--- src/rtl/core/swpm_pkg.sv ---
// shared constants and types for the sliding window peak midpoint block
// no dependencies; imported by every module in rtl/core
`timescale 1ns / 1ps

package swpm_pkg;

    localparam int WINDOW   = 32;
    localparam int SAMPLE_W = 12;
    localparam int TDATA_W  = ((SAMPLE_W + 7) / 8) * 8;
    localparam int ADDR_W   = (WINDOW > 1) ? $clog2(WINDOW) : 1;
    localparam int FILL_W   = $clog2(WINDOW + 1);

    typedef logic [SAMPLE_W-1:0] t_sample;
    typedef logic [ADDR_W-1:0]   t_addr;
    typedef logic [FILL_W-1:0]   t_fill;

    typedef enum logic [1:0] {
        ST_IDLE,
        ST_SCAN,
        ST_DRAIN,
        ST_DONE
    } t_state;

    typedef struct packed {
        logic    load;
        logic    cmp;
        t_sample sample;
    } t_scan_ctl;

endpackage

--- src/rtl/core/swpm_ram.sv ---
// sample ring store, one write port and one registered read port
// depends on swpm_pkg
`timescale 1ns / 1ps

module swpm_ram (
    input  logic             i_clk,
    input  logic             i_we,
    input  swpm_pkg::t_addr   i_waddr,
    input  swpm_pkg::t_sample i_wdata,
    input  logic             i_re,
    input  swpm_pkg::t_addr   i_raddr,
    output swpm_pkg::t_sample o_rdata
);
    import swpm_pkg::*;

    t_sample r_mem [WINDOW];
    t_sample r_rdata;

    always_ff @(posedge i_clk) begin
        if (i_we) begin
            r_mem[i_waddr] <= i_wdata;
        end
    end

    always_ff @(posedge i_clk) begin
        if (i_re) begin
            r_rdata <= r_mem[i_raddr];
        end
    end

    assign o_rdata = r_rdata;

endmodule

--- src/rtl/core/swpm_scan.sv ---
// compare unit: running max and min, midpoint of the two
// depends on swpm_pkg
`timescale 1ns / 1ps

module swpm_scan (
    input  logic                i_clk,
    input  swpm_pkg::t_scan_ctl i_ctl,
    input  swpm_pkg::t_sample   i_data,
    output swpm_pkg::t_sample   o_midpoint
);
    import swpm_pkg::*;

    t_sample                r_hi;
    t_sample                r_lo;
    t_sample                n_hi;
    t_sample                n_lo;
    logic [SAMPLE_W:0]      sum;

    always_comb begin
        n_hi = r_hi;
        n_lo = r_lo;
        if (i_ctl.load) begin
            n_hi = i_ctl.sample;
            n_lo = i_ctl.sample;
        end else if (i_ctl.cmp) begin
            if (i_data > r_hi) begin
                n_hi = i_data;
            end
            if (i_data < r_lo) begin
                n_lo = i_data;
            end
        end
    end

    always_ff @(posedge i_clk) begin
        r_hi <= n_hi;
        r_lo <= n_lo;
    end

    assign sum        = {1'b0, r_hi} + {1'b0, r_lo};
    assign o_midpoint = sum[SAMPLE_W:1];

endmodule

--- src/rtl/core/sliding_window_peak_midpoint_top.sv ---
// top level: sequencer, ring pointers, output register
// depends on swpm_pkg, swpm_ram, swpm_scan
//
// channel  dir  fields (tdata, low bit up)
// s_axis   in   sample [11:0], zero pad to 16
// m_axis   out  midpoint [11:0], zero pad to 16
//
// a request steps through scan, drain and done; fill = samples held (at most WINDOW);
// scan makes one store read and one compare per held sample
// input ready only while the sequencer idles; a waiting result leaves input open,
// but the next midpoint holds in the done state until the output register frees
// reset synchronous, active low; store contents need no reset
`timescale 1ns / 1ps

module sliding_window_peak_midpoint_top (
    input  logic                         i_clk,
    input  logic                         i_rst_n,
    input  logic                         i_s_tvalid,
    output logic                         o_s_tready,
    input  logic [swpm_pkg::TDATA_W-1:0] i_s_tdata,  // sample
    output logic                         o_m_tvalid,
    input  logic                         i_m_tready,
    output logic [swpm_pkg::TDATA_W-1:0] o_m_tdata   // midpoint
);
    import swpm_pkg::*;

    t_state    r_state, n_state;
    t_addr     r_wr_ptr, n_wr_ptr;
    t_fill     r_fill, n_fill;
    t_addr     r_addr, n_addr;
    logic      r_cmp, n_cmp;
    logic      r_out_vld, n_out_vld;
    t_sample   r_out_data, n_out_data;

    logic      s_acc;
    logic      ram_re;
    t_fill     last_fill;
    t_scan_ctl scan_ctl;
    t_sample   rdata;
    t_sample   midpoint;

    assign o_s_tready = (r_state == ST_IDLE);
    assign s_acc      = i_s_tvalid && o_s_tready;
    assign last_fill  = r_fill - t_fill'(1);

    assign scan_ctl.load   = s_acc;
    assign scan_ctl.cmp    = r_cmp;
    assign scan_ctl.sample = i_s_tdata[SAMPLE_W-1:0];

    swpm_ram u_ram (
        .i_clk   (i_clk),
        .i_we    (s_acc),
        .i_waddr (r_wr_ptr),
        .i_wdata (i_s_tdata[SAMPLE_W-1:0]),
        .i_re    (ram_re),
        .i_raddr (r_addr),
        .o_rdata (rdata)
    );

    swpm_scan u_scan (
        .i_clk      (i_clk),
        .i_ctl      (scan_ctl),
        .i_data     (rdata),
        .o_midpoint (midpoint)
    );

    always_comb begin
        n_state    = r_state;
        n_wr_ptr   = r_wr_ptr;
        n_fill     = r_fill;
        n_addr     = r_addr;
        n_cmp      = 1'b0;
        n_out_vld  = r_out_vld && !i_m_tready;
        n_out_data = r_out_data;
        ram_re     = 1'b0;
        unique case (r_state)
            ST_IDLE: begin
                if (s_acc) begin
                    n_wr_ptr = (r_wr_ptr == t_addr'(WINDOW - 1)) ? '0
                                                                  : r_wr_ptr + t_addr'(1);
                    n_fill   = (r_fill == t_fill'(WINDOW)) ? r_fill : r_fill + t_fill'(1);
                    n_addr   = '0;
                    n_state  = ST_SCAN;
                end
            end
            ST_SCAN: begin
                ram_re = 1'b1;
                n_cmp  = 1'b1;
                if (r_addr == last_fill[ADDR_W-1:0]) begin
                    n_state = ST_DRAIN;
                end else begin
                    n_addr = r_addr + t_addr'(1);
                end
            end
            ST_DRAIN: begin
                n_state = ST_DONE;
            end
            ST_DONE: begin
                if (!r_out_vld || i_m_tready) begin
                    n_out_vld  = 1'b1;
                    n_out_data = midpoint;
                    n_state    = ST_IDLE;
                end
            end
            default: begin
                n_state = ST_IDLE;
            end
        endcase
    end

    always_ff @(posedge i_clk) begin
        if (!i_rst_n) begin
            r_state   <= ST_IDLE;
            r_wr_ptr  <= '0;
            r_fill    <= '0;
            r_addr    <= '0;
            r_cmp     <= 1'b0;
            r_out_vld <= 1'b0;
        end else begin
            r_state   <= n_state;
            r_wr_ptr  <= n_wr_ptr;
            r_fill    <= n_fill;
            r_addr    <= n_addr;
            r_cmp     <= n_cmp;
            r_out_vld <= n_out_vld;
        end
    end

    always_ff @(posedge i_clk) begin
        r_out_data <= n_out_data;
    end

    assign o_m_tvalid = r_out_vld;
    assign o_m_tdata  = TDATA_W'(r_out_data);

`ifndef ASSERT_OFF
    a_fill_bound: assert property (@(posedge i_clk) disable iff (!i_rst_n)
        r_fill <= t_fill'(WINDOW))
        else $error("fill count above window");

    a_acc_to_scan: assert property (@(posedge i_clk) disable iff (!i_rst_n)
        s_acc |=> (r_state == ST_SCAN) && (r_fill != '0))
        else $error("accepted request did not start scan");

    a_cmp_after_read: assert property (@(posedge i_clk) disable iff (!i_rst_n)
        r_cmp |-> $past(r_state) == ST_SCAN)
        else $error("compare without preceding read");

    a_scan_in_range: assert property (@(posedge i_clk) disable iff (!i_rst_n)
        (r_state == ST_SCAN) |-> (t_fill'(r_addr) < r_fill))
        else $error("scan address beyond held samples");
`endif

endmodule

--- config.mk ---
export PLATFORM = sky130hd
export DESIGN_NAME = sliding_window_peak_midpoint_top
export DESIGN_NICKNAME = d
export VERILOG_FILES = /design/src/rtl/core/swpm_pkg.sv /design/src/rtl/core/swpm_ram.sv /design/src/rtl/core/swpm_scan.sv /design/src/rtl/core/sliding_window_peak_midpoint_top.sv
export SDC_FILE = /design/constraint.sdc
export NUM_CORES = 1
export LEC_CHECK = 0
export BUFFER_PORTS_ARGS = -buffer_cell sky130_fd_sc_hd__buf_2
export CORE_MARGIN = 8
export CORE_UTILIZATION = 40
export CTS_CLUSTER_DIAMETER = 60
export DETAILED_ROUTE_END_ITERATION = 8
export SYNTH_ARGS = -nofsm -noshare
export SYNTH_HDL_FRONTEND = slang
export SYNTH_SLANG_ARGS = --single-unit
--- constraint.sdc ---
create_clock -name i_clk -period 3.5 [get_ports i_clk]
set_input_delay 0.7 -clock i_clk [delete_from_list [all_inputs] [get_ports i_clk]]
set_output_delay 0.7 -clock i_clk [all_outputs]
set_load 0.1 [all_outputs]
==> out/results.tsv <==
metric	value	unit
status	finished, final reports clean	
crit-path max FO	31	
Final setup viols	0	
antenna viol nets, final	0	
clock buffer depth	3	
Switching Share	28.2	%
grt total ovfl	0	
Layout area overhead	14.2	%
wl on met1	17.9	mm
Final HPWL DP	23.0	mm
first-pass GRT wire length	57.1	mm
largest net degree at the start of global routing	101	
antenna cells	0	
Syn Area/Cell	19.4	um^2
dpl cells	1598	
f_max	0.376	GHz
Sequential Power Share	43.8	%
clock latency on the worst-skew pair	0.58	ns
# hold bufs at CTS	0	
RSZ-0062 raised after global routing	no	
Die W	231	um
fin. max-slew vios	0	
switching power total	4340	uW
port bufs	29	
htree depth	2	
Clk network pwr share	31.8	%
Die Area	53500	um^2
Filler cells	3889	
CTS Buf Count	48	
Async SR Flop Fraction	0	%
GPL Wtd Cong	0.781	
Met3 Wirelength	2.01	mm
CTS tree	done	
type of origin of the critical path	flip-flop	
# IOs	38	
Pre-antenna DRT Iters	4	
Post-Layout Cell Count	1687	
uppermost layer routed	met4	
Routed WL	37.6	mm
Worst Setup End Kind	flip-flop	
Final Critical Period	2.66	ns
internal power	11000	uW
Warnings, synthesis	0	
commonest non-fill, non-tap cells in the layout	432 x edfxtp_1, 120 x mux4_2, 56 x nand2_1	
post-CTS setup buffer count	0	
Synth Instances	957	
vias	8851	
P_leak	0.00692	uW
clk sinks	452	
Slew @ Worst Pin	0.736	ns
initial core utilization	40.1	%
relative slew slack	50.9	%
Fin Clk Skew	0.0119	ns
footprint of the multi-input gates	4800	um^2
vias in the first global route	9023	
Layout Nets	1109	
Gate power share	24.4	%
Synth Flop Type	edfxtp_1	
DRC Markers	0	
min-delay worst type	primary input to flip-flop	
Netlist cell types	48	
Detailed Route Iter0 Violations	812	
max capacitance violation total	0	
leading cell type in the layout, fill and taps excluded	edfxtp_1	
CTS resizes	0	
EDFF count, synth	432	
layout cells sized above 1	26.2	%
initial antenna violation count	0	
Register Area	13400	um^2
pwr dens	727	nW/um^2
area of the mapped netlist	18500	um^2
vias per cell	5.25	
Root Buffer	clkbuf_16	
#FFs+latches synth	452	
Core Box Area	46200	um^2
CP Data Required Time	3.82	ns
Routed WL per cell	22.3	um
Setup CP Type	flip-flop to flip-flop	
Final period util	76.1	%
register area share after synthesis	72.2	%
Core Rows	79	
WP data arrival	2.98	ns
final hold vios	0	
clock slew at reported path FFs	0.06	ns
All-Layer GR Usage	14.2	%
routed wl met2	17.0	mm
die height	231	um
post-route setup TNS	0	ns
Peak VDD IR	0.000384	V
[path summary, 6_finish.rpt]
path,start,end,slack (ns),cells past startpoint
worst max-delay path,r_addr[0],u_ram.o_rdata[7],0.84,4
worst min-delay path,i_m_tready,o_m_tvalid,0.46,3
worst max register to register,r_addr[0],u_ram.o_rdata[7],0.84,4
worst min register to register,r_fill[5],r_fill[5],0.50,2
[state kept, by name (all words and copies together) (netlist names)]
name and flops:
o_m_tvalid 1, r_addr 5, r_cmp 1, r_fill 6
r_out_data 12, r_state 2, r_wr_ptr 5, u_ram.o_rdata 12
u_ram.r_mem 384, u_scan.r_hi 12, u_scan.r_lo 12
[critical path: stages (launching register included)]
cell and delay, ns:
dfxtp_4 0.62, buf_12 0.32, mux4_2 0.60, mux4_2 0.49, mux2_2 0.30
[Yosys cell counts, types with 9 or more instances]
cell      instances  share of area, %
edfxtp_1        432                70
mux4_2          120                15
nand2_1          56               1.1
ha_1             47               3.2
nor2_1           43              0.87
inv_1            37              0.75
clkbuf_1         23              0.47
o21ai_0          22              0.59
dfxtp_1          20               2.2
xnor2_1          13              0.61
a21oi_1          12              0.32
mux2_2           12              0.73
buf_2            11              0.30
nand4_1          10              0.34
xor2_1            9              0.43
[layout make-up]
type / count / area share, %
Sequential cell: 452 / 63.3
Multi-Input combinational cell: 425 / 22.7
Clock buffer: 57 / 5.94
Tap cell: 607 / 3.59
Timing Repair Buffer: 76 / 2.59
Clock inverter: 32 / 1.24
Inverter: 38 / 0.674
[power groups by stage]
stage               clock network (uW)  registers (uW)  logic (uW)
global placement                     0            6850        3780
CTS                               5010            6740        3850
finish                            4890            6730        3760
global route                      5240            6790        4150
floorplan                            0            6840        2750
detailed placement                   0            6860        3820
[stage by stage]
step	power [uW]	area (um^2)	util (%)	hold WS (ns)	setup WS (ns)
floorplan	9590	18500	-	0.459	0.411
global placement	10600	19600	42.5	0.471	0.812
detailed placement	10700	19600	42.5	0.500	0.784
CTS	15600	21200	45.8	0.431	0.799
global route	16200	21200	45.8	0.459	0.715
finish	15400	21200	45.8	0.463	0.838
[logic make-up after synthesis]
kind of cell	after synthesis	synth area share [%]
compound gates	70	2.41
xor+xnor	22	1.04
fa+ha+maj	48	3.28
buf+inv	83	1.96
flops	452	72.2
mux	135	15.5
other cells	1	0.0202
simple gates	146	3.63
[per-layer routing]
metal | track usage, % | up-vias
met4 | 4.08 | 0
met3 | 2.53 | 53
li1 | - | 4008
met2 | 21.0 | 219
met5 | 0 | -
met1 | 21.3 | 4571
Power figures use the tool's default switching activity.
